### src/rtl/value_noise_3d_assert.svh
// Assertion macros for the value noise RTL.
`ifndef VALUE_NOISE_3D_ASSERT_SVH
`define VALUE_NOISE_3D_ASSERT_SVH

// Same-cycle implication, checked outside reset.
`define VN3_ASSERT_IMPLIES(label, clk, rst_n, ante, cons) \
    label: assert property (@(posedge clk) disable iff (!rst_n) (ante) |-> (cons)) \
        else $error("value_noise_3d: same-cycle check failed");

// Next-cycle implication, checked outside reset.
`define VN3_ASSERT_NEXT(label, clk, rst_n, ante, cons) \
    label: assert property (@(posedge clk) disable iff (!rst_n) (ante) |=> (cons)) \
        else $error("value_noise_3d: next-cycle check failed");

`endif

### src/rtl/vn3_pkg.sv
// Shared constants, tables and types for the 3D value noise pipeline.
`default_nettype none

package vn3_pkg;

    localparam int COORD_W       = 32;
    localparam int CORNER_W      = 16;
    localparam int CELL_W        = 9;
    localparam int DEF_FRAC_BITS = 16;

    localparam int HASH_MOD = 289;
    localparam int VAL_MOD  = 41;

    // floor(2^32 / 289): reciprocal for reducing values below 2^24 mod 289.
    localparam logic [23:0] RECIP289 = 24'd14861478;
    // ceil(2^16 / 41): exact floor(h / 41) for every hash value below 289.
    localparam logic [10:0] RECIP41 = 11'd1599;

    // Largest corner value, floor(40 * 65536 / 41).
    localparam logic [CORNER_W-1:0] CORNER_MAX = 16'd63937;

    typedef logic [CORNER_W-1:0] corner_lut_t [VAL_MOD];

    function automatic corner_lut_t build_corner_lut();
        corner_lut_t lut;
        for (int m = 0; m < VAL_MOD; m++)
        begin
            lut[m] = CORNER_W'((m * 65536) / VAL_MOD);
        end
        return lut;
    endfunction

    // Corner value for each residue of the hash mod 41.
    localparam corner_lut_t CORNER_LUT = build_corner_lut();

endpackage

`default_nettype wire

### src/rtl/vn3_perm.sv
// Three-stage pipelined permutation polynomial ((34v + 1) v) mod 289.
`default_nettype none

module vn3_perm (
    input  wire logic                      clk,
    input  wire logic                      en,
    input  wire logic [9:0]                v,
    output logic      [vn3_pkg::CELL_W-1:0] h
);

    logic [8:0]  r;
    logic [13:0] lin;
    logic [21:0] t_next;
    logic [21:0] t_reg;
    logic [45:0] qp_next;
    logic [45:0] qp_reg;
    logic [21:0] t_b_reg;
    logic [13:0] q;
    logic [21:0] rem;
    logic [9:0]  rem_lo;
    logic [8:0]  h_next;
    logic [8:0]  h_reg;

    // The argument is below twice the modulus, so one subtraction reduces it.
    always_comb
    begin
        r = (v >= 10'(vn3_pkg::HASH_MOD)) ? 9'(v - 10'(vn3_pkg::HASH_MOD)) : v[8:0];
        lin = 14'(r) * 14'd34 + 14'd1;
        t_next = 22'(lin) * 22'(r);
    end

    assign qp_next = 46'(t_reg) * 46'(vn3_pkg::RECIP289);

    // The estimated quotient is at most one low, so one correction remains.
    always_comb
    begin
        q = qp_reg[45:32];
        rem = t_b_reg - 22'(q) * 22'(vn3_pkg::HASH_MOD);
        rem_lo = rem[9:0];
        h_next = (rem_lo >= 10'(vn3_pkg::HASH_MOD)) ?
                 9'(rem_lo - 10'(vn3_pkg::HASH_MOD)) : rem_lo[8:0];
    end

    always_ff @(posedge clk)
    begin
        if (en)
        begin
            t_reg   <= t_next;
            qp_reg  <= qp_next;
            t_b_reg <= t_reg;
            h_reg   <= h_next;
        end
    end

    assign h = h_reg;

endmodule

`default_nettype wire

### config.mk
export PLATFORM = sky130hd
export DESIGN_NAME = vn3_perm
export DESIGN_NICKNAME = d
export VERILOG_FILES = /design/src/rtl/value_noise_3d_assert.svh /design/src/rtl/vn3_pkg.sv /design/src/rtl/vn3_perm.sv
export SDC_FILE = /design/constraint.sdc
export NUM_CORES = 1
export LEC_CHECK = 0
export ABC_AREA = 1
export BUFFER_PORTS_ARGS = -buffer_cell sky130_fd_sc_hd__buf_2
export CELL_PAD_IN_SITES_DETAIL_PLACEMENT = 0
export CELL_PAD_IN_SITES_GLOBAL_PLACEMENT = 1
export CORE_UTILIZATION = 49
export CTS_CLUSTER_SIZE = 12
export DETAILED_ROUTE_END_ITERATION = 8
export GPL_ROUTABILITY_DRIVEN = 0
export GPL_TIMING_DRIVEN = 0
export PLACE_DENSITY = 0.92
export SLEW_MARGIN = 5
export SYNTH_ARGS = -nofsm -noshare
export SYNTH_HDL_FRONTEND = slang
export SYNTH_SLANG_ARGS = --single-unit
### constraint.sdc
create_clock -name clk -period 19.7 [get_ports clk]
set_clock_uncertainty 0.15 [all_clocks]
set_input_delay 2.955 -clock clk [delete_from_list [all_inputs] [get_ports clk]]
set_output_delay 2.955 -clock clk [all_outputs]
set_load 0.005 [all_outputs]
==> results of run 1 <==
## stage by stage
stage               cells  worst slack, ns  cell area, um^2  hold slack, ns  utilization [%]
global route         2185            8.704            15990          0.7613            52.27
global placement     2177            9.112            15840          0.7490            51.77
detailed placement   2177            8.983            15840          0.7399            51.77
CTS                  2185            9.292            15990          0.7503            52.27
floorplan            1761            9.940            15240          0.4540                -
finish               2185            9.292            15990          0.7484            52.27
## layer usage
layer | vias to the layer above | track usage [%] | share of wire (%)
met5 | - | 1.442 | 0.15
met4 | 2 | 8.051 | 3.2
met3 | 68 | 4.071 | 6.0
met2 | 323 | 43.20 | 49
met1 | 5637 | 30.06 | 41
li1 | 5509 | - | -
## kinds of logic after synthesis
group | after synthesis
fa+ha+maj | 530
simple gates | 519
buf+inv | 472
compound gates | 137
xor+xnor | 52
flops | 51
## final timing paths
kind         slack (ns)  depth (start not counted)                  from                    to
max                9.29                         36                  v[0]   t_reg[18]$_DFFE_PP_
min reg2reg        0.75                          3  t_b_reg[3]$_DFFE_PP_        h[0]$_DFFE_PP_
min                0.75                          3  t_b_reg[3]$_DFFE_PP_        h[0]$_DFFE_PP_
max reg2reg       13.58                         17   t_reg[10]$_DFFE_PP_  qp_reg[39]$_DFFE_PP_
## final cells by class
class | count | area [um^2]
clock inverter | 3 | 26.28
tap | 396 | 495.5
clock buffer | 5 | 125.1
fill | 2801 | 14600
sequential | 51 | 1531
multi-input combinational | 1238 | 11910
timing repair buffer | 20 | 100.1
inverter | 466 | 1749
buffer | 6 | 51.30
## worst min-delay path, stage by stage (launching register included)
cell	delay (ns)
edfxtp_1	0.44
xor2_1	0.15
nand2_1	0.08
nand2_1	0.07
## cells in the mapped netlist
library cell and instances:
a31oi_1 8, nand2_2 11, or2_2 7, nand2_1 255, nand2_4 3, xor2_1 32
xor2_2 2, xnor2_1 18, a21o_1 3, buf_2 2, edfxtp_1 51, a211oi_1 1
o21a_1 1, buf_6 3, ha_1 292, a21oi_1 65, nor3_1 11, buf_4 1
nor4_1 5, a21boi_0 1, o21bai_1 6, o21ai_4 1, o21ai_0 42, inv_2 3
o211ai_1 4, nor2_1 117, nor2_2 16, nand3_2 3, nor3b_1 1, inv_1 462
nand3_1 61, or2_1 1, nand3b_1 4, o31ai_1 3, o21ai_2 2, nand4_1 24
clkinv_1 1, fa_1 238
==> impl_summary.log, run 1 <==
INFO  metric largest_reg_flops = 22
INFO  metric io_buffers = 20
INFO  metric timing.final.crit_share = 52.83%
INFO  metric grt_pass1_vias = between 10000 and 15000
INFO  metric synth_fa_ha_area_share = a little under three fifths
INFO  metric clk_pin_slew_worst_paths = 0.08 ns
INFO  metric synthToLayoutAreaGrowth = 4.901%
INFO  metric worst_setup_path_start_kind = primary input
INFO  metric min_path_type = reg2reg
INFO  metric netlist_area = roughly 15000 um^2
INFO  metric post_synth_and_or_nand_nor_area_fraction = approximately 15%
INFO  metric cts.repair_timing.setup_buffer_count = 0
INFO  metric crit_buf_inv = 8
INFO  metric die_y = 178.4 um
INFO  metric detailed_place_hpwl = 31610 um
INFO  metric rsz0062_at_grt = false
INFO  metric synth.avg_cell_area = 8.655 um^2
INFO  metric cts.path.max_buffers = 2
INFO  metric end_kind = register
INFO  metric synth_area_leaders = fa_1 (31%), ha_1 (24%), inv_1 (11%)
INFO  metric ys.warnings.count = 0
INFO  metric leftover_overflow_at_the_end_of_global_routing = 0
INFO  metric grt_pass1_wl = roughly 60000 um
INFO  metric final_common_cell = inv_1
INFO  metric synth_seq_cells = 51
INFO  metric post_synth_inst_count = 1761
INFO  metric layout.cells.most_common_list = inv_1 (462), ha_1 (292), nand2_1 (255)
INFO  metric muxShareOfSynthArea = 0%
INFO  metric tritoncts.num_buffers = 5
INFO  metric timing_worst_slew_pin_value = between 1 and 1.5 ns
INFO  metric htreeDepth = 2
INFO  metric initial_core_util = between 40 and 50%
INFO  metric resized_after_cts = 0
INFO  metric core = just over 30000 um^2
INFO  metric pin_count_of_the_biggest_net_entering_global_routing = 52
INFO  metric drt_wl_total = about 36000 um
INFO  metric yosys.area.top_type = fa_1
INFO  metric cts_tree = built
INFO  metric diodes = 0
INFO  metric post_synth_xor_area_fraction = ~3.1%
INFO  metric drt_pass1_iterations = 6
INFO  metric max-cap-violations = 0
INFO  metric groute.usage.overall = 24.48%
INFO  metric antenna_violating_nets_post_route = 0
INFO  metric path_class = in2reg
INFO  metric worst_skew_pair.late_latency = 0.31 ns
INFO  metric top_level_ports = 21
INFO  metric outcome = finished, final reports clean
INFO  metric slew_viol_final = 0
INFO  metric dieArea = 31810 um^2
INFO  metric timing.max_slew.rel_slack = 22.15%
INFO  metric drive_gt1_share = 4.584%
INFO  metric cpPeakStageDelay = 0.59 ns
INFO  metric path_delay_family = adder cells
INFO  metric worstPathArrival = roughly 10 ns
INFO  metric number_of_antenna_violations_at_the_first_check_in_global_routing = 0
INFO  metric nets = approximately 2300
INFO  metric row_count = 64
INFO  metric drt_drc = 0
INFO  metric dr.first_iter.drc_count = 693
INFO  metric slowest_stage = o21ai_0
INFO  metric path_max_fanout = 10
INFO  metric compound_cell_area_share_of_the_yosys_netlist = under 10%
INFO  metric die_width = ~180 um
INFO  metric synth.net_count = 2303
INFO  metric hold_viol_final = 0
INFO  metric final.setup.tns = 0 ns
INFO  metric routedWlPerCell = around 17 um
INFO  metric final.min_clock_period = 10.41 ns
INFO  metric post_cts_hold_buffer_count = 0
INFO  metric synth_largest_type_area_fraction = 31.26%
INFO  metric max_clock_freq = approximately 96 MHz
INFO  metric detailroute.via_count = 11539
INFO  metric avgViaCountPerCell = about 5.3
INFO  metric cts_root_buf = clkbuf_16
INFO  metric finalSetupViolations = 0
INFO  metric tritoncts_num_sinks = 51
INFO  metric largest_family_of_logic_cells_by_synthesized_area = adder cells
INFO  metric synth_cell_type_count = 38
INFO  metric synth.yosys.seq_area_share = between 10% and 20%
INFO  metric critical_path_required_time = approximately 20 ns
Power of run 1 is not shown: default switching activity piles up to over one toggle a cycle in this logic, so the estimate is an artifact.
==> run 2: changes to the inputs <==
- ABC_AREA: 1 -> 0
- PLACE_DENSITY: 0.92 -> 0.9
- clock period: 19.7 -> 10.3 ns (I/O delays scaled with it)
==> run 2 against run 1 <==
  * First-iteration DRC count fell by 41%
  * Die area fell by 7.0%
  * Wire length fell by 20%
  * Critical endpoint is now t_reg[21]$_DFFE_PP_
==> impl_summary.log, run 2 <==
INFO  metric fillers = between 2000 and 3000
INFO  metric io_buffers = 20
INFO  metric setup.reg_to_reg.worst_slack = about 3.2 ns
INFO  metric synth_area_leaders = fa_1 (34%), ha_1 (26%), edfxtp_1 (11%)
INFO  metric initial_core_util = about 50%
INFO  metric cpPeakStageDelay = roughly 0.55 ns
INFO  metric path_max_fanout = 7
INFO  metric grt_pass1_wl = ~48000 um
INFO  metric timing.max_slew.rel_slack = 23.40%
INFO  metric largest_reg_flops = 22
INFO  metric routedWlPerCell = around 16 um
INFO  metric hold_viol_final = 0
INFO  metric row_count = slightly above 60
INFO  metric synth.net_count = between 1500 and 2000
INFO  metric worst_r2r_path_depth = 18
INFO  metric post_cts_hold_buffer_count = 0
INFO  metric synth.yosys.seq_area_share = between 10% and 20%
INFO  metric avgViaCountPerCell = between 5 and 6
INFO  metric worst_skew_pair.late_latency = 0.31 ns
INFO  metric rsz0062_at_grt = false
INFO  metric regArea = about 1500 um^2
INFO  metric timing_worst_slew_pin_value = 1.149 ns
INFO  metric top_level_ports = 21
INFO  metric synth_flop_cell = edfxtp_1
INFO  metric detailed_place_hpwl = about 26000 um
INFO  metric die_width = 172.0 um
INFO  metric final_common_cell = inv_1
INFO  metric end_kind = register
INFO  metric htreeDepth = 2
INFO  metric synth_enable_flop_cells = slightly above 50
INFO  metric leftover_overflow_at_the_end_of_global_routing = 0
INFO  metric drt_wl_total = roughly 29000 um
INFO  metric dr.first_iter.drc_count = around 400
INFO  metric path_class = in2reg
INFO  metric worst_setup_path_start_kind = primary input
INFO  metric critical_path_required_time = 10.20 ns
INFO  metric netlist_area = around 14000 um^2
INFO  metric slowest_stage = fa_1
INFO  metric cts_root_buf = clkbuf_16
INFO  metric finalSetupViolations = 0
INFO  metric cts_tree = built
INFO  metric layout.cells.most_common_list = inv_1 (363), ha_1 (292), fa_1 (238)
INFO  metric number_of_antenna_violations_at_the_first_check_in_global_routing = 0
INFO  metric clk_pin_slew_worst_paths = 0.08 ns
INFO  metric slew_viol_final = 0
INFO  metric detailroute.via_count = between 9000 and 10000
INFO  metric synth_seq_cells = 51
INFO  metric synth_largest_type_area_fraction = 33.63%
INFO  metric die_y = 172.0 um
INFO  metric instance_count_along_the_most_critical_hold_path = 0
INFO  metric area_used_by_multi_input_combinational_logic = 11220 um^2
INFO  metric yosys.cell_count.top_type = inv_1
INFO  metric yosys.area.top_type = fa_1
INFO  metric outcome = finished, final reports clean
INFO  metric cts.path.max_buffers = 2
INFO  metric drive_gt1_share = under 10%
INFO  metric tritoncts_num_sinks = roughly 50
INFO  metric synth_cell_type_count = slightly above 70
INFO  metric dieArea = between 20000 and 30000 um^2
INFO  metric grt_pass1_vias = 9968
INFO  metric antenna_violating_nets_post_route = 0
INFO  metric drt_drc = 0
INFO  metric pin_count_of_the_biggest_net_entering_global_routing = 52
INFO  metric max_clock_freq = 102.6 MHz
INFO  metric min_path_type = reg2reg
INFO  metric drt_pass1_iterations = 5
INFO  metric worstPathArrival = 9.64 ns
INFO  metric timing.final.crit_share = 94.61%
INFO  metric max-cap-violations = 0
INFO  metric post_synth_inst_count = between 1000 and 1500
INFO  metric synthToLayoutAreaGrowth = 5.282%
INFO  metric synth.top_cells.by_count = inv_1 (363), ha_1 (292), fa_1 (238)
INFO  metric core = 28090 um^2
INFO  metric synth.avg_cell_area = 10.03 um^2
INFO  metric nets = 1984
INFO  metric critPathMostFrequentCell = fa_1
INFO  metric ys.warnings.count = 0
INFO  metric diodes = 0
INFO  metric tritoncts.num_buffers = 5
INFO  metric final.min_clock_period = between 9 and 10 ns
INFO  metric synth_async_sr_flop_share = 0%
INFO  metric util_after_layout = 53.10%
INFO  metric groute.usage.overall = roughly a fifth
==> run 2: cells by family after synthesis <==
| logic type | Yosys count | share of synthesized area (%) |
|---|---|---|
| xor+xnor | 72 | 4.770 |
| flops | 51 | 10.81 |
| fa+ha+maj | 530 | 59.42 |
| simple gates | 245 | 8.188 |
| buf+inv | 375 | 9.989 |
| compound gates | 134 | 6.395 |
| mux | 6 | 0.4240 |
==> run 2: final timing paths <==
kind                                           from                    to
worst max-delay path                           v[0]   t_reg[21]$_DFFE_PP_
worst min-delay path             t_reg[1]$_DFFE_PP_  t_b_reg[1]$_DFFE_PP_
worst max register to register  t_reg[10]$_DFFE_PP_  qp_reg[41]$_DFFE_PP_
worst min register to register   t_reg[1]$_DFFE_PP_  t_b_reg[1]$_DFFE_PP_
==> run 2: area by class of cell <==
type	instances	share of cell area [%]
plain buffers	6	0.1510
clock buffers	5	0.8389
clock inverters	3	0.1846
inverters	369	9.362
multi-input cells	987	75.25
flip-flops and latches	51	10.27
well taps	378	3.171
repair buffers	22	0.7718
==> run 2: worst max-delay path: cells and delay by family <==
| family | cells | cell delay (ns) |
|---|---|---|
| mux | 1 | 0.17 |
| buf+inv | 6 | 0.67 |
| simple gates | 5 | 0.96 |
| compound gates | 10 | 2.49 |
| fa+ha+maj | 9 | 3.49 |
| xor+xnor | 1 | 0.32 |
==> run 2: per-layer routing <==
| metal | routed length, um | track usage, % |
|---|---|---|
| met5 | 0 | 0 |
| met4 | 875 | 6.310 |
| met3 | 1228 | 2.998 |
| met2 | 14820 | 38.88 |
| met1 | 12060 | 25.83 |
==> run 2: timing repair <==
item / CTS / global route
endpoints found under the setup margin: 1 / 4
resized for setup: 1 / 2
buffers inserted: 0 / 2
==> run 2: metrics by stage <==
step / hold WS [ns] / instances / TNS [ns] / instance area [um^2] / setup slack (ns)
floorplan: 0.4540 / 1413 / 0 / 14170 / 1.198
global placement: 0.6193 / 1811 / -0.5316 / 14740 / -0.2563
detailed placement: 0.6218 / 1811 / -1.079 / 14740 / -0.4004
CTS: 0.6312 / 1819 / 0 / 14900 / 0.2844
global route: 0.6983 / 1821 / 0 / 14910 / 0.02142
finish: 0.6529 / 1821 / 0 / 14910 / 0.5548
Power of run 2 is left out for the same reason.
==> run 3: changes to the inputs <==
- CORE_MARGIN: default -> 2
==> run 3 against run 2 <==
  * First-iteration DRC count is 2.9% higher
  * Wire length is 1.4% lower
  * Flip-flop and latch count stayed put
  * Design area hardly changed
  * Critical path type unchanged
  * Sequential share of layout area hardly changed
  * Clock-buffer cell count stayed put
  * Register-to-register slack worse by 0.11 ns
  * Setup slack worse by 0.073 ns
  * Die area is 2.3% higher
  * Cell count is 0.22% higher
  * Via count is 0.15% lower
  * Largest cell class unchanged
  * Highest routed layer unchanged
==> impl_summary.log, run 3 (synthesis results as in run 2) <==
INFO  metric outcome = finished, final reports clean
INFO  metric layout.cells.most_common_list = inv_1 (363), ha_1 (292), fa_1 (238)
INFO  metric final.min_clock_period = 9.818 ns
INFO  metric slew_viol_final = 0
INFO  metric path_max_fanout = 12
INFO  metric placed_cell_area = 14750 um^2
INFO  metric drt_drc = 0
INFO  metric cts.path.max_buffers = 2
INFO  metric drt_pass1_iterations = 5
INFO  metric util_after_layout = 52.21%
INFO  metric tritoncts_num_sinks = between 50 and 60
INFO  metric largest_reg_flops = 22
INFO  metric io_buffers = 20
INFO  metric critPathMostFrequentCell = fa_1
INFO  metric groute.usage.overall = ~20%
INFO  metric die_width = between 150 and 200 um
INFO  metric worstPathArrival = between 9 and 10 ns
INFO  metric initial_core_util = between 40% and 50%
INFO  metric core = roughly 29000 um^2
INFO  metric rsz0062_at_grt = false
INFO  metric worst_skew_pair.late_latency = just over 0.3 ns
INFO  metric avgViaCountPerCell = about 5.2
INFO  metric drive_gt1_share = a little under 4%
INFO  metric dr.first_iter.drc_count = about 420
INFO  metric tritoncts.num_buffers = 5
INFO  metric critical_path_required_time = 10.19 ns
INFO  metric detailed_place_hpwl = roughly 25000 um
INFO  metric nets = just under 2000
INFO  metric die_y = roughly 170 um
INFO  metric routedWlPerCell = 15.65 um
INFO  metric pin_count_of_the_biggest_net_entering_global_routing = 52
INFO  metric worst_setup_path_start_kind = primary input
INFO  metric dieArea = slightly above 30000 um^2
INFO  metric number_of_antenna_violations_at_the_first_check_in_global_routing = 0
INFO  metric final_common_cell = inv_1
INFO  metric hold_viol_final = 0
INFO  metric leftover_overflow_at_the_end_of_global_routing = 0
INFO  metric htreeDepth = 2
INFO  metric max-cap-violations = 0
INFO  metric finalSetupViolations = 0
INFO  metric cpPeakStageDelay = 0.56 ns
INFO  metric cts_root_buf = clkbuf_16
INFO  metric post_cts_hold_buffer_count = 0
INFO  metric timing.final.crit_share = about 95%
INFO  metric post-route-cell-area = around 15000 um^2
INFO  metric timing.max_slew.rel_slack = roughly 22%
INFO  metric synthToLayoutAreaGrowth = 5.211%
INFO  metric path_class = in2reg
INFO  metric end_kind = register
INFO  metric max_clock_freq = slightly above 100 MHz
INFO  metric diodes = 0
INFO  metric timing_worst_slew_pin_value = about 1.2 ns
INFO  metric slowest_stage = fa_1
INFO  metric cts.repair_timing.setup_buffer_count = 0
INFO  metric drt_wl_total = roughly 29000 um
INFO  metric min_path_type = reg2reg
INFO  metric cts_tree = built
INFO  metric row_count = slightly above 60
INFO  metric final.setup.tns = 0 ns
INFO  metric clk_pin_slew_worst_paths = about 0.08 ns
INFO  metric grt_pass1_vias = about 10000
INFO  metric detailroute.via_count = 9472
INFO  metric grt_pass1_wl = around 48000 um
INFO  metric antenna_violating_nets_post_route = 0
INFO  metric top_level_ports = 21
run 3: cell types whose count changed in the layout (fill, tap and decap cells not counted), sizes merged:
| cell | previous run | this run |
|---|---|---|
| clkinv | 2 | 3 |
| clkinvlp | 2 | 1 |
| buf | 24 | 22 |
run 3: repair_timing:
| item | in CTS | in global routing |
|---|---|---|
| gates cloned | 0 | 0 |
| setup endpoints to repair | 1 | 4 |
| resized for setup | 1 | 2 |
run 3: final cells by class:
type	instances	area, um^2
Tap cell	384	480.5
Fill cell	2577	13640
Clock buffer	5	125.1
Sequential cell	51	1531
Clock inverter	3	27.53
Timing Repair Buffer	20	100.1
Inverter	369	1394
Multi-Input combinational cell	987	11220
Buffer	6	22.52
run 3: worst paths after layout:
kind / from / depth (start not counted) / endpoint / slack (ns)
min: t_reg[1]$_DFFE_PP_ / 0 / t_b_reg[1]$_DFFE_PP_ / 0.64
max reg2reg: t_reg[10]$_DFFE_PP_ / 18 / qp_reg[41]$_DFFE_PP_ / 3.08
min reg2reg: t_reg[1]$_DFFE_PP_ / 0 / t_b_reg[1]$_DFFE_PP_ / 0.64
max: v[0] / 32 / t_reg[21]$_DFFE_PP_ / 0.48
run 3: per-layer routing:
metal / vias to the layer above / track usage (%) / share of wire [%]
met1: 4712 / 24.76 / 43
met5: - / 0 / 0
met4: 0 / 6.268 / 2.7
met3: 48 / 2.100 / 3.2
li1: 4536 / - / -
met2: 176 / 36.16 / 51
run 3: through the flow:
stage / hold WS, ns / setup WS [ns] / instances
floorplan: 0.4540 / 1.198 / 1413
global placement: 0.6122 / -0.2877 / 1817
detailed placement: 0.6053 / -0.4043 / 1817
CTS: 0.6240 / 0.1515 / 1825
global route: 0.6798 / 0.03337 / 1825
finish: 0.6398 / 0.4819 / 1825
run 3: critical path, delay by kind of cell:
kind	cells	cell delay, ns
fa+ha+maj	9	3.54
mux	1	0.17
buf+inv	6	0.72
simple gates	5	0.95
compound gates	10	2.46
xor+xnor	1	0.32
Power of run 3 is left out for the same reason.
